File: config.mk
export PLATFORM = sky130hd
export DESIGN_NAME = lru_page_cache_writeback_top
export DESIGN_NICKNAME = d
export VERILOG_FILES = /design/src/hdl/lpc_pkg.sv /design/src/hdl/lru_page_cache_writeback_top.sv /design/src/hdl/lpc_tag_ram.sv /design/src/hdl/lpc_recency.sv
export SDC_FILE = /design/constraint.sdc
export NUM_CORES = 1
export LEC_CHECK = 0
export BUFFER_PORTS_ARGS = -buffer_cell sky130_fd_sc_hd__buf_2
export CORE_MARGIN = 4
export CORE_UTILIZATION = 35
export CTS_BUF_LIST = sky130_fd_sc_hd__clkbuf_8 sky130_fd_sc_hd__clkbuf_16
export DETAILED_ROUTE_END_ITERATION = 8
export GPL_TIMING_DRIVEN = 0
export PLACE_DENSITY = 0.55
export SETUP_SLACK_MARGIN = 0.05
export SYNTH_ARGS = -nofsm -noshare
export SYNTH_HDL_FRONTEND = slang
export SYNTH_SLANG_ARGS = --single-unit
File: constraint.sdc
create_clock -name clock -period 12.9 [get_ports clock]
set_clock_uncertainty 0.1 [all_clocks]
set_input_delay 1.935 -clock clock [delete_from_list [all_inputs] [get_ports clock]]
set_output_delay 1.935 -clock clock [all_outputs]
set_load 0.02 [all_outputs]
File: src/hdl/lpc_pkg.sv
// Shared types and codes for the LRU page cache with write-back.
package lpc_pkg;

   localparam int PAGE_W   = 16;
   localparam int HANDLE_W = 8;

   // Request operation codes
   typedef enum logic [1:0] {
      OP_LOOKUP = 2'd0,
      OP_INSERT = 2'd1,
      OP_MARK   = 2'd2,
      OP_FLUSH  = 2'd3
   } op_type;

   // Response status codes
   typedef enum logic [1:0] {
      ST_DONE    = 2'd0,
      ST_MISS    = 2'd1,
      ST_PRESENT = 2'd2,
      ST_FLUSHED = 2'd3
   } status_type;

   // One tag store word: page tag and buffer handle
   typedef struct packed {
      logic [PAGE_W-1:0]   page;
      logic [HANDLE_W-1:0] handle;
   } entry_type;

   // Sequencer states
   typedef enum logic [2:0] {
      S_IDLE,
      S_SCAN,
      S_FINISH,
      S_EVICT,
      S_FLUSH_SEL,
      S_FLUSH_EMIT
   } state_type;

endpackage

File: src/hdl/lru_page_cache_writeback_top.sv
// Top level: LRU page cache sequencer, dirty marks and response register.
//
//   channel  ports                                   dir   word
//   req      req_valid/req_stall, req_operation,     in    one cache command
//            req_page_number, req_page_handle
//   rsp      rsp_valid/rsp_stall, rsp_status, ...,   out   one result, rsp_last
//            rsp_last                                      ends a command
//
// Lookup, insert and mark dirty scan the filled slots through one tag store
// read port and one tag comparator, one slot per cycle; a full cache insert
// then reads and evicts the least recent slot. Flush walks recency ranks one
// per cycle, pausing at each dirty slot to read it and send its word.
// Reset is synchronous; it empties the cache and clears all dirty marks.
// A stalled response holds the sequencer at its next result; a new command
// is taken while the last result of the previous one waits.
module lru_page_cache_writeback_top
   import lpc_pkg::*;
#(
   parameter int ENTRIES = 16
) (
   input  logic                clock,
   input  logic                reset,
   input  logic                req_valid,
   output logic                req_stall,
   input  logic [1:0]          req_operation,
   input  logic [PAGE_W-1:0]   req_page_number,
   input  logic [HANDLE_W-1:0] req_page_handle,
   output logic                rsp_valid,
   input  logic                rsp_stall,
   output logic [1:0]          rsp_status,
   output logic [HANDLE_W-1:0] rsp_found_handle,
   output logic                rsp_victim_valid,
   output logic [PAGE_W-1:0]   rsp_victim_page,
   output logic [HANDLE_W-1:0] rsp_victim_handle,
   output logic                rsp_write_back,
   output logic                rsp_last
);

   localparam int IW = $clog2(ENTRIES);
   localparam int CW = $clog2(ENTRIES + 1);
   localparam logic [IW-1:0] LAST_RANK = IW'(ENTRIES - 1);
   localparam logic [CW-1:0] FULL     = CW'(ENTRIES);

   // Control state
   state_type           state_ff, state_in;
   logic [CW-1:0]       fill_ff, fill_in;
   logic [CW-1:0]       scan_ff, scan_in;
   logic                pend_ff, pend_in;
   logic [ENTRIES-1:0]  dirty_ff, dirty_in;
   logic                rsp_valid_ff, rsp_valid_in;

   // Command and working payload
   op_type              op_ff, op_in;
   logic [PAGE_W-1:0]   page_ff, page_in;
   logic [HANDLE_W-1:0] handle_ff, handle_in;
   logic [IW-1:0]       pidx_ff, pidx_in;
   logic                hit_ff, hit_in;
   logic [IW-1:0]       slot_ff, slot_in;
   logic [HANDLE_W-1:0] found_ff, found_in;
   logic [IW-1:0]       pos_ff, pos_in;

   // Response payload
   status_type          rsp_status_ff, rsp_status_in;
   logic [HANDLE_W-1:0] rsp_found_ff, rsp_found_in;
   logic                rsp_vv_ff, rsp_vv_in;
   logic [PAGE_W-1:0]   rsp_vpage_ff, rsp_vpage_in;
   logic [HANDLE_W-1:0] rsp_vhandle_ff, rsp_vhandle_in;
   logic                rsp_wb_ff, rsp_wb_in;
   logic                rsp_last_ff, rsp_last_in;

   // Tag store and recency hookup
   logic                rd_en, wr_en;
   logic [IW-1:0]       rd_addr;
   entry_type           rd_data, wr_data;
   logic                prom_en;
   logic [IW-1:0]       find_rank, find_slot;

   logic                out_free;
   logic                hit_now;
   logic [ENTRIES-1:0]  slot_mask;

   lpc_tag_ram #(.ENTRIES(ENTRIES), .IW(IW)) u_tag_ram (
      .clock   (clock),
      .wr_en   (wr_en),
      .wr_addr (slot_ff),
      .wr_data (wr_data),
      .rd_en   (rd_en),
      .rd_addr (rd_addr),
      .rd_data (rd_data)
   );

   lpc_recency #(.ENTRIES(ENTRIES), .IW(IW)) u_recency (
      .clock     (clock),
      .reset     (reset),
      .prom_en   (prom_en),
      .prom_slot (slot_ff),
      .find_rank (find_rank),
      .find_slot (find_slot)
   );

   assign wr_data   = '{page: page_ff, handle: handle_ff};
   assign find_rank = (state_ff == S_FLUSH_SEL) ? pos_ff : LAST_RANK;
   assign out_free  = !rsp_valid_ff || !rsp_stall;
   assign hit_now   = pend_ff && (rd_data.page == page_ff);
   assign slot_mask = {{(ENTRIES-1){1'b0}}, 1'b1} << slot_ff;
   assign req_stall = (state_ff != S_IDLE);

   // Sequencer: next state, store control and response words
   always_comb begin
      state_in  = state_ff;
      fill_in   = fill_ff;
      scan_in   = scan_ff;
      pend_in   = 1'b0;
      dirty_in  = dirty_ff;
      op_in     = op_ff;
      page_in   = page_ff;
      handle_in = handle_ff;
      pidx_in   = pidx_ff;
      hit_in    = hit_ff;
      slot_in   = slot_ff;
      found_in  = found_ff;
      pos_in    = pos_ff;
      rd_en     = 1'b0;
      rd_addr   = '0;
      wr_en     = 1'b0;
      prom_en   = 1'b0;

      rsp_valid_in   = rsp_valid_ff && rsp_stall;
      rsp_status_in  = rsp_status_ff;
      rsp_found_in   = rsp_found_ff;
      rsp_vv_in      = rsp_vv_ff;
      rsp_vpage_in   = rsp_vpage_ff;
      rsp_vhandle_in = rsp_vhandle_ff;
      rsp_wb_in      = rsp_wb_ff;
      rsp_last_in    = rsp_last_ff;

      case (state_ff)
         S_IDLE: begin
            if (req_valid) begin
               op_in     = op_type'(req_operation);
               page_in   = req_page_number;
               handle_in = req_page_handle;
               scan_in   = '0;
               pos_in    = '0;
               hit_in    = 1'b0;
               if (op_type'(req_operation) == OP_FLUSH) begin
                  state_in = (dirty_ff == '0) ? S_FINISH : S_FLUSH_SEL;
               end else begin
                  state_in = S_SCAN;
               end
            end
         end

         // one tag read issued and one compared per cycle
         S_SCAN: begin
            if (hit_now) begin
               hit_in   = 1'b1;
               slot_in  = pidx_ff;
               found_in = rd_data.handle;
               state_in = S_FINISH;
            end else if (scan_ff != fill_ff) begin
               rd_en   = 1'b1;
               rd_addr = scan_ff[IW-1:0];
               pend_in = 1'b1;
               pidx_in = scan_ff[IW-1:0];
               scan_in = scan_ff + 1'b1;
            end else if (!pend_ff) begin
               hit_in = 1'b0;
               if (op_ff == OP_INSERT && fill_ff == FULL) begin
                  // least recent slot is the victim
                  slot_in  = find_slot;
                  rd_en    = 1'b1;
                  rd_addr  = find_slot;
                  state_in = S_EVICT;
               end else begin
                  slot_in  = fill_ff[IW-1:0];
                  state_in = S_FINISH;
               end
            end
         end

         S_FINISH: begin
            if (out_free) begin
               rsp_valid_in   = 1'b1;
               rsp_status_in  = ST_DONE;
               rsp_found_in   = '0;
               rsp_vv_in      = 1'b0;
               rsp_vpage_in   = '0;
               rsp_vhandle_in = '0;
               rsp_wb_in      = 1'b0;
               rsp_last_in    = 1'b1;
               state_in       = S_IDLE;
               case (op_ff)
                  OP_LOOKUP: begin
                     if (hit_ff) begin
                        prom_en      = 1'b1;
                        rsp_found_in = found_ff;
                     end else begin
                        rsp_status_in = ST_MISS;
                     end
                  end
                  OP_MARK: begin
                     if (hit_ff) begin
                        dirty_in     = dirty_ff | slot_mask;
                        rsp_found_in = found_ff;
                     end else begin
                        rsp_status_in = ST_MISS;
                     end
                  end
                  OP_INSERT: begin
                     prom_en = 1'b1;
                     if (hit_ff) begin
                        rsp_status_in = ST_PRESENT;
                        rsp_found_in  = found_ff;
                     end else begin
                        // fill the next free slot, new entry is clean
                        wr_en    = 1'b1;
                        dirty_in = dirty_ff & ~slot_mask;
                        fill_in  = fill_ff + 1'b1;
                     end
                  end
                  default: begin
                     // flush with nothing dirty: a single done word
                     rsp_status_in = ST_DONE;
                  end
               endcase
            end
         end

         // victim word comes from the read issued at scan end
         S_EVICT: begin
            if (out_free) begin
               rsp_valid_in   = 1'b1;
               rsp_status_in  = ST_DONE;
               rsp_found_in   = '0;
               rsp_vv_in      = 1'b1;
               rsp_vpage_in   = rd_data.page;
               rsp_vhandle_in = rd_data.handle;
               rsp_wb_in      = dirty_ff[slot_ff];
               rsp_last_in    = 1'b1;
               wr_en          = 1'b1;
               prom_en        = 1'b1;
               dirty_in       = dirty_ff & ~slot_mask;
               state_in       = S_IDLE;
            end
         end

         // walk ranks from most recent, stop on a dirty slot
         S_FLUSH_SEL: begin
            if (dirty_ff[find_slot]) begin
               rd_en    = 1'b1;
               rd_addr  = find_slot;
               slot_in  = find_slot;
               state_in = S_FLUSH_EMIT;
            end else begin
               pos_in = pos_ff + 1'b1;
            end
         end

         S_FLUSH_EMIT: begin
            if (out_free) begin
               rsp_valid_in   = 1'b1;
               rsp_status_in  = ST_FLUSHED;
               rsp_found_in   = '0;
               rsp_vv_in      = 1'b1;
               rsp_vpage_in   = rd_data.page;
               rsp_vhandle_in = rd_data.handle;
               rsp_wb_in      = 1'b1;
               rsp_last_in    = ((dirty_ff & ~slot_mask) == '0);
               dirty_in       = dirty_ff & ~slot_mask;
               if ((dirty_ff & ~slot_mask) == '0) begin
                  state_in = S_IDLE;
               end else begin
                  pos_in   = pos_ff + 1'b1;
                  state_in = S_FLUSH_SEL;
               end
            end
         end

         default: begin
            state_in = S_IDLE;
         end
      endcase
   end

   // Control registers
   always_ff @(posedge clock) begin
      if (reset) begin
         state_ff     <= S_IDLE;
         fill_ff      <= '0;
         scan_ff      <= '0;
         pend_ff      <= 1'b0;
         dirty_ff     <= '0;
         rsp_valid_ff <= 1'b0;
      end else begin
         state_ff     <= state_in;
         fill_ff      <= fill_in;
         scan_ff      <= scan_in;
         pend_ff      <= pend_in;
         dirty_ff     <= dirty_in;
         rsp_valid_ff <= rsp_valid_in;
      end
   end

   // Payload registers
   always_ff @(posedge clock) begin
      op_ff          <= op_in;
      page_ff        <= page_in;
      handle_ff      <= handle_in;
      pidx_ff        <= pidx_in;
      hit_ff         <= hit_in;
      slot_ff        <= slot_in;
      found_ff       <= found_in;
      pos_ff         <= pos_in;
      rsp_status_ff  <= rsp_status_in;
      rsp_found_ff   <= rsp_found_in;
      rsp_vv_ff      <= rsp_vv_in;
      rsp_vpage_ff   <= rsp_vpage_in;
      rsp_vhandle_ff <= rsp_vhandle_in;
      rsp_wb_ff      <= rsp_wb_in;
      rsp_last_ff    <= rsp_last_in;
   end

   assign rsp_valid         = rsp_valid_ff;
   assign rsp_status        = rsp_status_ff;
   assign rsp_found_handle  = rsp_found_ff;
   assign rsp_victim_valid  = rsp_vv_ff;
   assign rsp_victim_page   = rsp_vpage_ff;
   assign rsp_victim_handle = rsp_vhandle_ff;
   assign rsp_write_back    = rsp_wb_ff;
   assign rsp_last          = rsp_last_ff;

endmodule

File: src/hdl/lpc_tag_ram.sv
// Tag store: one write port, one read port with registered read data.
module lpc_tag_ram
   import lpc_pkg::*;
#(
   parameter int ENTRIES = 16,
   parameter int IW      = $clog2(ENTRIES)
) (
   input  logic          clock,
   input  logic          wr_en,
   input  logic [IW-1:0] wr_addr,
   input  entry_type     wr_data,
   input  logic          rd_en,
   input  logic [IW-1:0] rd_addr,
   output entry_type     rd_data
);

   entry_type mem_ff [ENTRIES];
   entry_type rd_data_ff;

   // Write port
   always_ff @(posedge clock) begin
      if (wr_en) begin
         mem_ff[wr_addr] <= wr_data;
      end
   end

   // Read port, data held until the next read
   always_ff @(posedge clock) begin
      if (rd_en) begin
         rd_data_ff <= mem_ff[rd_addr];
      end
   end

   assign rd_data = rd_data_ff;

endmodule

File: src/hdl/lpc_recency.sv
// Recency ranks per slot: move-to-front update and rank-to-slot search.
module lpc_recency #(
   parameter int ENTRIES = 16,
   parameter int IW      = $clog2(ENTRIES)
) (
   input  logic          clock,
   input  logic          reset,
   input  logic          prom_en,
   input  logic [IW-1:0] prom_slot,
   input  logic [IW-1:0] find_rank,
   output logic [IW-1:0] find_slot
);

   // rank 0 is most recent; filled slots hold a permutation of 0..fill-1,
   // unfilled slot j keeps rank j
   logic [IW-1:0] rank_ff [ENTRIES];
   logic [IW-1:0] rank_in [ENTRIES];
   logic [IW-1:0] thr;

   // Rank of the promoted slot
   always_comb begin
      thr = '0;
      for (int i = 0; i < ENTRIES; i++) begin
         if (IW'(i) == prom_slot) begin
            thr = thr | rank_ff[i];
         end
      end
   end

   // Promote: slot goes to rank 0, everything more recent ages by one
   always_comb begin
      for (int i = 0; i < ENTRIES; i++) begin
         rank_in[i] = rank_ff[i];
         if (prom_en) begin
            if (IW'(i) == prom_slot) begin
               rank_in[i] = '0;
            end else if (rank_ff[i] < thr) begin
               rank_in[i] = rank_ff[i] + 1'b1;
            end
         end
      end
   end

   always_ff @(posedge clock) begin
      if (reset) begin
         for (int i = 0; i < ENTRIES; i++) begin
            rank_ff[i] <= IW'(i);
         end
      end else begin
         rank_ff <= rank_in;
      end
   end

   // Slot holding the requested rank (exactly one matches)
   always_comb begin
      find_slot = '0;
      for (int i = 0; i < ENTRIES; i++) begin
         if (rank_ff[i] == find_rank) begin
            find_slot = find_slot | IW'(i);
         end
      end
   end

endmodule
==> key figures, run 1 <==
Clock network
  – Post-CTS Hold Buffers: 0
  – CTS Root Cell: clkbuf_16
  – Clock transition at path regs: 0.06 ns
  – Worst-skew pair later-pin latency: 0.62 ns
  – CTS max path bufs: 3
  – CTS Buf Count: 67
  – H-tree levels: 3
  – CTS sink cnt: 587
  – Setup Buffers After CTS: 0
  – Post-CTS Resized: 0
  – CTS tree: done

Drt
  – Routed via count: 18700
  – DRT Wirelength: 81.3 mm
  – 1st-pass router iterations: 5
  – Via density: 5.52
  – Antenna Nets Post-Route: 0
  – DR iter-0 viols: 1692
  – DRC viols: 0
  – Drt wl/cell: 23.9 um

Finish
  – Fillers: 7131
  – Multi-input gate area: 9650 um2
  – Area grow syn2layout: 16.1%
  – Diode count: 0
  – Nets: 2420
  – Final core utilization: 41.0%
  – FF+latch area: 16700 um2
  – Final instance area: 31200 um2
  – Fraction of layout cells with a size suffix above 1: 11.2%
  – Non-Filler Instances: 3397

Yosys
  – Yosys warns: 0
  – Avg Cell Area, Syn: 12.4 um2
  – Post-Synthesis Cells: 2170
  – Synth Register Bits: 587
  – Post-synth EDFFs: 492
  – FFs w/ async S/R, synth: 0%
  – Synthesized area: 26800 um2
  – Synth cell types: 71
  – Register area share after synthesis: 62.1%
  – Main synth FF type: edfxtp_1
  – Mapped Nets: 2268

Critical path
  – Reg2Reg Setup Slack: 6.38 ns
  – Worst path top cell family by delay: simple AND/OR/NAND/NOR gates
  – Worst path bufs/invs: 3
  – Critical path class: flip-flop to flip-flop
  – Crit-path cells: buf_2, nor4b_4, buf_4, xnor2_1, nor4_2, nor4_2, nand2_2, mux2_2, o2111ai_1, nand2_1, a21boi_0, nor4b_1, clkbuf_1, o21ai_0, o2111ai_1, or4_1
  – Worst r2r src: state_ff[2]
  – CP max-delay cell: nor4b_1
  – Crit path capture type: flip-flop
  – FF-to-FF End: u_tag_ram.rd_data[7]
  – Crit Path Max Fanout: 10
  – Signal arrival time at the worst endpoint: 6.84 ns
  – Reg2Reg Depth: 16
  – Worst Path Required: 13.22 ns
  – Type of origin of the critical path: flip-flop
  – Slowest Stage Delay on Critical Path: 1.22 ns

Die
  – Std-Cell Rows: 101
  – DIE AREA: 81200 um2
  – Die width: 285 um
  – Initial Utilization: 35.3%
  – Core box area: 75900 um2
  – IO Count: 69
  – DIE HEIGHT: 285 um

Pwr
  – Peak VDD IR: 0.0966 mV
  – Tot Pwr: 4.46 mW
  – Pwr/cell area: 143 nW/um2
  – Static Leak: 10.9 nW

Place
  – Number of instances in the placed design: 3283
  – Routability Congestion: 0.924
  – Placed instance area: 29000 um2
  – HPWL after DPL: 57.1 mm
  – Buffers on Ports: 67
  – Setup WS pre-CTS: 6.61 ns

STA
  – RSZ-0062 raised after global routing: no
  – TNS Setup: 0 ns
  – Fin crit share: 50.5%
  – Max Freq: 153 MHz
  – Worst Max-Slew Pin Slew: 1.46 ns
  – Post-route worst setup slack: 6.38 ns
  – Fin. Hold Viols: 0
  – Slew Viols, Final: 0
  – Minimum clock period: 6.52 ns
  – Final setup viols: 0
  – WHS: 0.343 ns
  – Slew HR: 1.21%

Run status
  – Outcome: complete, but fails checks
  – Failing checks: max-capacitance violations

GRT
  – Vias in the first global route: 18400
  – Largest net degree at the start of global routing: 27
  – Overflow after GRT: 0
  – Initial antenna violation count: 1
  – First-pass GRT wire length: 120 mm
  – Global Route Usage Sum: 19.5%

Min path
  – Min-delay src: u_tag_ram.rd_data[0]
  – Hold path cells: 0
  – Hold Crit Class: flip-flop to flip-flop
  – Sink of the worst hold path: found_ff[0]

Flow run
  – Max cap viols: 1
[worst register-to-register path: stages (launching register included)]
cell	delay, ns
dfxtp_1	0.37
buf_2	0.23
nor4b_4	0.48
buf_4	0.34
xnor2_1	0.17
nor4_2	0.08
nor4_2	0.75
nand2_2	0.31
mux2_2	0.36
o2111ai_1	0.29
nand2_1	0.08
a21boi_0	0.49
nor4b_1	1.22
clkbuf_1	0.46
o21ai_0	0.22
o2111ai_1	0.13
or4_1	0.26
[registers in the layout (all words and copies together) (netlist names), named ones only]
register / count
found_ff: 8
slot_ff: 4
rsp_found_handle: 8
rsp_victim_page: 16
op_ff: 2
pidx_ff: 4
rsp_write_back: 1
rsp_victim_valid: 1
state_ff: 3
scan_ff: 5
rsp_status: 2
pend_ff: 1
page_ff: 16
u_tag_ram.rd_data: 24
pos_ff: 4
rsp_last: 1
hit_ff: 1
rsp_valid: 1
u_tag_ram.mem_ff: 384
handle_ff: 8
rsp_victim_handle: 8
u_recency.rank_ff: 64
fill_ff: 5
[worst max path at each step]
stage / slack, ns / to / start / cells past startpoint
2_1_floorplan: 8.06 / u_tag_ram.mem_ff[3][0] / rsp_stall / 6
3_3_place_gp: 5.85 / u_tag_ram.mem_ff[2][9] / rsp_stall / 7
3_5_place_dp: 6.61 / u_tag_ram.rd_data[7] / state_ff[2] / 16
4_1_cts: 6.60 / u_tag_ram.rd_data[7] / state_ff[2] / 16
5_1_grt: 6.14 / u_tag_ram.rd_data[7] / page_ff[2] / 13
6_report: 6.38 / u_tag_ram.rd_data[7] / state_ff[2] / 16
[kinds of logic after synthesis]
logic type,Yosys count,share of synthesized area (%)
compound gates,498,12.3
xor+xnor,103,3.36
fa+ha+maj,68,3.17
buf+inv,138,2.49
flops,587,62.1
mux,87,3.49
simple gates,689,13.1
[layout by cell type, fill, tap and decap left out, types with 25 or more instances in the layout]
cell,netlist,layout
nand4_1,25,25
xor2_1,45,45
dfxtp_1,95,95
a21oi_1,118,118
clkbuf_16,0,68
buf_2,12,79
nand3_1,70,70
nand2b_1,28,28
edfxtp_1,492,492
mux2i_1,79,79
and3_1,47,47
or4_1,28,28
ha_1,68,68
nand2_1,223,223
and2_1,38,38
a21boi_0,48,48
clkbuf_1,82,82
inv_1,15,28
o22ai_1,37,37
a21o_1,26,26
nor3_1,34,34
nor2_1,134,114
o21ai_0,102,102
xnor2_1,58,58
[Yosys cell counts (37+ instances only)]
library cell | n | area share (%)
dfxtp_1 | 95 | 7.1
nand3_1 | 70 | 1.3
nor2_1 | 134 | 1.9
ha_1 | 68 | 3.2
mux2i_1 | 79 | 2.9
o21ai_0 | 102 | 1.9
xnor2_1 | 58 | 1.9
a21oi_1 | 118 | 2.2
o22ai_1 | 37 | 0.86
xor2_1 | 45 | 1.5
clkbuf_1 | 82 | 1.1
and3_1 | 47 | 1.1
nand2_1 | 223 | 3.1
a21boi_0 | 48 | 1.3
and2_1 | 38 | 0.89
edfxtp_1 | 492 | 55
[where the power goes]
| group | leakage, nW | switching [mW] | internal [mW] |
|---|---|---|---|
| logic | 4.54 | 0.251 | 0.129 |
| clock network | 1.12 | 0.780 | 1.12 |
| registers | 5.25 | 0.0636 | 2.12 |
| total | 10.9 | 1.10 | 3.36 |
[layout make-up]
cell class / instances / area share, %
sequential: 587 / 53.5
multi-input combinational: 1445 / 31.0
clock buffer: 70 / 5.55
tap: 1030 / 4.13
timing repair buffer: 83 / 2.29
buffer: 123 / 1.96
clock inverter: 44 / 1.44
inverter: 15 / 0.181
[per-layer routing]
layer	part of all wire [%]	global-route usage, %	vias up	wire length, um
met5	0	0	-	0
met3	6.1	3.14	122	4940
met4	3.0	6.00	0	2460
li1	-	-	8522	-
met1	44	26.6	9437	35600
met2	47	32.2	660	38300
(Power assumes the default switching activity.)
==> run 2: changes to the inputs <==
--- a/config.mk
+++ b/config.mk
@@ -5,13 +5,14 @@
 export SDC_FILE = /design/constraint.sdc
 export NUM_CORES = 1
 export LEC_CHECK = 0
+export ABC_AREA = 1
 export BUFFER_PORTS_ARGS = -buffer_cell sky130_fd_sc_hd__buf_2
 export CORE_MARGIN = 4
 export CORE_UTILIZATION = 35
 export CTS_BUF_LIST = sky130_fd_sc_hd__clkbuf_8 sky130_fd_sc_hd__clkbuf_16
 export DETAILED_ROUTE_END_ITERATION = 8
 export GPL_TIMING_DRIVEN = 0
-export PLACE_DENSITY = 0.55
+export PLACE_DENSITY = 0.56
 export SETUP_SLACK_MARGIN = 0.05
 export SYNTH_ARGS = -nofsm -noshare
 export SYNTH_HDL_FRONTEND = slang
==> constraint.sdc (replaced) <==
create_clock -name clock -period 5.36 [get_ports clock]
set_clock_uncertainty 0.1 [all_clocks]
set_input_delay 0.804 -clock clock [delete_from_list [all_inputs] [get_ports clock]]
set_output_delay 0.804 -clock clock [all_outputs]
set_load 0.02 [all_outputs]
==> run 2 against run 1 <==
The flow now finishes without violations. Register-to-register slack got worse by 5.9 ns. Combinational power increased to 16 times the previous value. Count of clock-buffer cells in the layout decreased by 4. Critical path type unchanged.
==> key figures, run 2 <==
Run status
  – Outcome: complete, no violations

Clock network
  – CTS Root Cell: clkbuf_16
  – Setup Buffers After CTS: 0 (unchanged)
  – CTS sink cnt: 587 (unchanged)
  – CTS max path bufs: 3 (unchanged)
  – Clock transition at path regs: 0.06 ns (about the same)
  – Post-CTS Resized: 0 (unchanged)
  – CTS Buf Count: 66 (-1.5%)
  – H-tree levels: 3 (unchanged)
  – Post-CTS Hold Buffers: 0 (unchanged)
  – CTS tree: done
  – Worst-skew pair later-pin latency: 0.64 ns (+0.02 ns)

GRT
  – Largest net degree at the start of global routing: 33 (+22%)
  – Initial antenna violation count: 1 (unchanged)
  – First-pass GRT wire length: 131 mm (+9.3%)
  – Overflow after GRT: 0 (unchanged)
  – Vias in the first global route: 20900 (+14%)
  – Global Route Usage Sum: 20.1% (+0.58 points)

STA
  – Fin crit share: 91.9% (+41 points)
  – Slew Viols, Final: 0 (unchanged)
  – Worst Max-Slew Pin Slew: 1.15 ns (-0.312 ns)
  – Max Freq: 203 MHz (+32%)
  – Fin. Hold Viols: 0 (unchanged)
  – Final setup viols: 0 (unchanged)
  – Slew HR: 23.4% (+22 points)
  – Minimum clock period: 4.93 ns (-1.59 ns)
  – RSZ-0062 raised after global routing: no

Die
  – Initial Utilization: 35.4% (+0.064 points)
  – Std-Cell Rows: 104 (+3.0%)
  – Die width: 294 um (+3.1%)
  – DIE HEIGHT: 294 um (+3.1%)
  – Core box area: 80700 um2 (+6.2%)
  – IO Count: 69 (unchanged)
  – DIE AREA: 86300 um2 (+6.2%)

Drt
  – Antenna Nets Post-Route: 0 (unchanged)
  – Via density: 5.16 (-6.4%)
  – DRT Wirelength: 87.9 mm (+8.2%)
  – Drt wl/cell: 20.6 um (-14%)
  – Routed via count: 22000 (+17%)
  – DRC viols: 0 (unchanged)
  – 1st-pass router iterations: 5 (unchanged)
  – DR iter-0 viols: 2205 (+30%)

Finish
  – FF+latch area: 16700 um2 (unchanged)
  – Most frequent cells in the layout: 564 x nand2_1, 525 x nand3_1, 492 x edfxtp_1
  – Top reg by flops: u_tag_ram.mem_ff
  – Commonest non-fill, non-tap cell in the layout: nand2_1
  – Nets: 3247 (+34%)
  – Largest register FFs: 384 (unchanged)
  – Non-Filler Instances: 4262 (+25%)
  – Area grow syn2layout: 14.7%
  – Fillers: 7970 (+12%)
  – Fraction of layout cells with a size suffix above 1: 9.87% (-1.3 points)
  – Final instance area: 32800 um2 (+5.1%)
  – Multi-input gate area: 9690 um2 (+0.43%)

Critical path
  – Critical Path End: u_tag_ram.rd_data[13]
  – Signal arrival time at the worst endpoint: 5.16 ns (-1.68 ns)
  – Reg2Reg Setup Slack: 0.43 ns (-5.95 ns)
  – Critical path class: flip-flop to flip-flop
  – FF-to-FF End: u_tag_ram.rd_data[13]
  – Crit Path Max Fanout: 10 (unchanged)
  – Reg2Reg Depth: 20 (+4)
  – Worst Path Required: 5.60 ns (-7.62 ns)
  – Worst r2r src: pos_ff[2]
  – Crit path capture type: flip-flop
  – Critical path launch point: pos_ff[2]
  – Type of origin of the critical path: flip-flop

Flow run
  – Max cap viols: 0 (-1)

Yosys
  – Post-Synthesis Cells: 2996 (+38%)
  – Synth top cells by count: 564 x nand2_1, 525 x nand3_1, 492 x edfxtp_1
  – FFs w/ async S/R, synth: 0% (unchanged)
  – Top area cells in the synthesized netlist: edfxtp_1 52%, nand3_1 9.2%, nand2_1 7.4%
  – Synth cell types: 51 (-28%)
  – Yosys warns: 0 (unchanged)
  – Synthesized area: 28600 um2 (+6.4%)
  – Cell accounting for the most synthesized area: edfxtp_1
  – Post-synth top area share: 51.7% (-3.3 points)
  – Synth Register Bits: 587 (unchanged)
  – Cell with the most instances after synthesis: nand2_1
  – Register area share after synthesis: 58.4% (-3.7 points)
  – Post-synth EDFFs: 492 (unchanged)
  – Main synth FF type: edfxtp_1
  – Avg Cell Area, Syn: 9.54 um2 (-23%)
  – Mapped Nets: 3094 (+36%)

Place
  – Number of instances in the placed design: 4141 (+26%)
  – Buffers on Ports: 67 (unchanged)
  – Placed instance area: 30600 um2 (+5.7%)
  – HPWL after DPL: 60.9 mm (+6.6%)
  – Routability Congestion: 0.949 (+2.7%)

Min path
  – Hold Crit Class: input port to flip-flop

Pwr
  – Peak VDD IR: 0.271 mV (+180%)
  – Static Leak: 13.4 nW (+23%)
  – Pwr/cell area: 507 nW/um2 (+250%)
## run 2: changes by cell type after synthesis, moves of 35 or more
cell	change
o211ai_1	+36
nor2_1	+35
mux2i_1	-79
nand2_1	+341
xnor2_1	-50
buf_2	+48
inv_1	+426
a21boi_0	-45
nand3_1	+455
nand3b_1	+52
a21oi_1	-65
and3_1	-45
and2_1	-38
## run 2: metrics by stage
| step | hold slack [ns] | setup slack [ns] | total power [mW] | setup TNS, ns | util (%) |
|---|---|---|---|---|---|
| after CTS | 0.213 | 0.208 | 16.6 | 0 | 40.6 |
| after floorplan | 0.326 | 0.468 | 9.83 | 0 | - |
| after global routing | 0.224 | 0.167 | 17.6 | 0 | 40.6 |
| after global placement | 0.331 | -1.95 | 11.8 | -138.00 | 37.5 |
| final | 0.238 | 0.435 | 16.6 | 0 | 40.6 |
| after detailed placement | 0.332 | 0.245 | 12.2 | 0 | 38.0 |
## run 2: power by group
part	switching [mW]	leakage, nW	total (mW)	internal [mW]
combinational	4.24	7.05	6.10	1.87
clock	1.98	1.09	4.43	2.44
sequential	0.466	5.24	6.08	5.61
## run 2: cells by family after synthesis
group / after synthesis / share of synthesized area, %
xor+xnor: 49 / 1.50
simple gates: 1440 / 23.0
flops: 587 / 58.4
fa+ha+maj: 68 / 2.98
buf+inv: 589 / 8.29
compound gates: 263 / 5.84
## run 2: worst min path at each step
stage	start	to	slack (ns)	depth (start not counted)
global route	req_page_number[12]	page_ff[12]	0.22	1
global placement	u_tag_ram.rd_data[2]	found_ff[2]	0.33	0
detailed placement	u_tag_ram.rd_data[7]	found_ff[7]	0.33	0
finish	req_page_number[14]	page_ff[14]	0.24	1
CTS	req_page_number[14]	page_ff[14]	0.21	1
floorplan	u_tag_ram.rd_data[0]	found_ff[0]	0.33	0
## run 2: worst max-delay path, cell delays in order (launching register included)
cell      delay, ns
edfxtp_1       0.44
inv_1          0.15
clkbuf_1       0.53
nand4_1        0.16
nand2_1        0.10
nor2_1         0.04
nand2_1        0.15
nand2_1        0.14
nor2_4         0.33
nand2_2        0.24
nand2_1        0.12
nand3_1        0.13
nand3_1        0.15
nand3_2        0.13
nand2_1        0.14
inv_2          0.07
a31oi_4        0.35
inv_1          0.27
clkbuf_1       0.35
nand3_1        0.36
nand2_1        0.14
## run 2: final cells by class
type	count	area share, %
Sequential cell	587	50.9
Multi-Input combinational cell	1820	29.6
Inverter	454	5.20
Clock buffer	66	5.04
Tap cell	1060	4.05
Buffer	135	2.03
Timing Repair Buffer	85	1.81
Clock inverter	54	1.41
Antenna cell	1	0.00764
## run 2: metal layers
metal | vias to the layer above | wire length, um | global-route usage, %
met5 | - | 13 | 0
met4 | 2 | 2220 | 6.07
met3 | 132 | 6980 | 2.97
met2 | 861 | 38400 | 30.9
met1 | 10500 | 40400 | 29.5
li1 | 10600 | - | -
==> run 3: changes to the inputs <==
--- a/config.mk
+++ b/config.mk
@@ -6,13 +6,14 @@
 export NUM_CORES = 1
 export LEC_CHECK = 0
 export ABC_AREA = 1
+export ABC_CLOCK_PERIOD_IN_PS = 5390
 export BUFFER_PORTS_ARGS = -buffer_cell sky130_fd_sc_hd__buf_2
 export CORE_MARGIN = 4
 export CORE_UTILIZATION = 35
 export CTS_BUF_LIST = sky130_fd_sc_hd__clkbuf_8 sky130_fd_sc_hd__clkbuf_16
 export DETAILED_ROUTE_END_ITERATION = 8
 export GPL_TIMING_DRIVEN = 0
-export PLACE_DENSITY = 0.56
+export PLACE_DENSITY = 0.55
 export SETUP_SLACK_MARGIN = 0.05
 export SYNTH_ARGS = -nofsm -noshare
 export SYNTH_HDL_FRONTEND = slang
==> constraint.sdc (replaced) <==
create_clock -name clock -period 5.39 [get_ports clock]
set_clock_uncertainty 0.1 [all_clocks]
set_input_delay 0.8085 -clock clock [delete_from_list [all_inputs] [get_ports clock]]
set_output_delay 0.8085 -clock clock [all_outputs]
set_load 0.02 [all_outputs]
==> run 3 against run 2 <==
Flip-flop and latch count is the same. Fmax down 1.7%. Total power decreased by 0.73%. Combinational power fell by 0.8%. Register-to-register slack lost 0.05 ns. Final cell count hardly changed. Global-route usage is 0.12 points higher. Worst hold slack better by 0.028 ns. Utilization is 0.073 points lower. Clock power is 1% lower. Sequential power about the same. Wire length up 0.98%. Critical path type unchanged. Largest power group is now sequential cells.
==> key figures, run 3 (synthesis gave the netlist of run 2 again) <==
Run status
  – Outcome: complete, no violations

Clock network
  – Clock transition at path regs: 0.06 ns (about the same)
  – Post-CTS Hold Buffers: 0 (unchanged)
  – CTS tree: done
  – CTS Buf Count: 68 (+3.0%)
  – Worst-skew pair later-pin latency: 0.62 ns (-0.02 ns)
  – CTS sink cnt: 587 (unchanged)
  – H-tree levels: 3 (unchanged)
  – Setup Buffers After CTS: 0 (unchanged)
  – CTS max path bufs: 3 (unchanged)
  – CTS Root Cell: clkbuf_16

Finish
  – Multi-input gate area: 9690 um2 (about the same)
  – Most frequent cells in the layout: 564 x nand2_1, 525 x nand3_1, 492 x edfxtp_1
  – Largest register FFs: 384 (unchanged)
  – Non-Filler Instances: 4259 (-0.070%)
  – Nets: 3246 (-0.031%)
  – FF+latch area: 16700 um2 (unchanged)
  – Final core utilization: 40.5% (-0.073 points)
  – Commonest non-fill, non-tap cell in the layout: nand2_1
  – Diode count: 0 (-1)
  – Fraction of layout cells with a size suffix above 1: 9.38% (-0.49 points)
  – Final instance area: 32700 um2 (-0.18%)
  – Fillers: 7930 (-0.50%)
  – Area grow syn2layout: 14.5%
  – Top reg by flops: u_tag_ram.mem_ff

Drt
  – Drt wl/cell: 20.9 um (+1.1%)
  – Antenna Nets Post-Route: 0 (unchanged)
  – Via density: 5.20 (+0.69%)
  – Routed via count: 22100 (+0.62%)
  – 1st-pass router iterations: 6 (+1)
  – DRT Wirelength: 88.8 mm (+0.98%)
  – DR iter-0 viols: 2190 (-0.68%)
  – DRC viols: 0 (unchanged)

Pwr
  – Pwr/cell area: 504 nW/um2 (-0.55%)
  – Static Leak: 13.4 nW (about the same)
  – Peak VDD IR: 0.235 mV (-13%)

Critical path
  – Type of origin of the critical path: flip-flop
  – Critical path class: flip-flop to flip-flop
  – Worst Path Required: 5.70 ns (+0.10 ns)
  – Crit path capture type: flip-flop
  – Crit Path Max Fanout: 9 (-1)
  – Signal arrival time at the worst endpoint: 5.32 ns (+0.16 ns)

Die
  – Std-Cell Rows: 104 (unchanged)
  – DIE HEIGHT: 294 um (unchanged)
  – Die width: 294 um (unchanged)
  – IO Count: 69 (unchanged)
  – Initial Utilization: 35.4% (unchanged)
  – Core box area: 80700 um2 (unchanged)
  – DIE AREA: 86300 um2 (unchanged)

Place
  – HPWL after DPL: 61.4 mm (+0.85%)
  – Placed instance area: 30600 um2 (about the same)
  – Routability Congestion: 0.937 (-1.3%)
  – Number of instances in the placed design: 4137 (-0.097%)
  – Buffers on Ports: 67 (unchanged)

STA
  – Fin crit share: 92.9% (+1.0 points)
  – Fin. Hold Viols: 0 (unchanged)
  – Max Freq: 200 MHz (-1.7%)
  – RSZ-0062 raised after global routing: no
  – Worst Max-Slew Pin Slew: 1.25 ns (+0.102 ns)
  – Minimum clock period: 5.01 ns (+0.0839 ns)
  – Slew Viols, Final: 0 (unchanged)
  – Slew HR: 16.5% (-6.8 points)
  – Final setup viols: 0 (unchanged)

Flow run
  – Max cap viols: 0 (unchanged)

Min path
  – Hold Crit Class: input port to flip-flop

GRT
  – Largest net degree at the start of global routing: 32 (-3.0%)
  – Vias in the first global route: 20600 (-1.4%)
  – First-pass GRT wire length: 131 mm (about the same)
  – Initial antenna violation count: 1 (unchanged)
  – Overflow after GRT: 0 (unchanged)
  – Global Route Usage Sum: 20.2% (+0.12 points)
==> run 3: routing by layer <==
layer	vias up	part of all wire, %	GRT usage [%]
li1	10500	-	-
met2	869	44	31.2
met1	10600	45	29.4
met4	0	2.5	5.76
met3	148	8.0	3.49
met5	-	0	0
==> run 3: critical path: stages (launching register included) <==
cell	delay, ns
edfxtp_1	0.40
nor2_1	0.13
nand2_1	0.36
inv_1	0.35
nand2_1	0.17
o21ai_0	0.17
a221oi_1	0.40
o2111ai_1	0.18
a221oi_1	0.32
o2111ai_1	0.19
a21oi_2	0.52
buf_8	0.25
ha_1	0.25
o21a_1	0.10
o211ai_1	0.16
nand3_1	0.13
o21ai_0	0.23
nand2_1	0.14
xor2_1	0.17
o21ai_0	0.09
==> run 3: timing repair <==
action | CTS | global route
endpoints found under the hold margin | 0 | 0
gates resized for setup | 0 | 1
setup endpoints to repair | 0 | 1
==> run 3: final timing paths <==
path / cells past startpoint / end / slack [ns] / from
max reg2reg: 19 / u_recency.rank_ff[2] / 0.38 / slot_ff[2]
max: 19 / u_recency.rank_ff[2] / 0.38 / slot_ff[2]
min: 1 / page_ff[13] / 0.27 / req_page_number[13]
min reg2reg: 0 / found_ff[4] / 0.35 / u_tag_ram.rd_data[4]
==> run 3: report_power, final <==
part | internal [mW] | switching, mW
Combinational | 1.85 | 4.21
Sequential | 5.58 | 0.471
Clock | 2.48 | 1.90
Total | 9.91 | 6.58
==> run 3: through the flow <==
step	setup slack [ns]	hold WS, ns	power [mW]	TNS (ns)
final	0.381	0.266	16.5	0
after global routing	0.151	0.243	17.4	0
after CTS	0.225	0.232	16.5	0
after detailed placement	0.257	0.340	12.1	0
after global placement	-1.93	0.333	11.8	-132.25
after floorplan	0.498	0.326	9.78	0
==> run 3: cell type report <==
type | count | area share [%]
multi-input combinational | 1820 | 29.6
buffer | 135 | 2.03
tap | 1060 | 4.05
timing repair buffer | 82 | 1.74
clock buffer | 70 | 5.29
clock inverter | 51 | 1.09
inverter | 454 | 5.21
sequential | 587 | 51.0
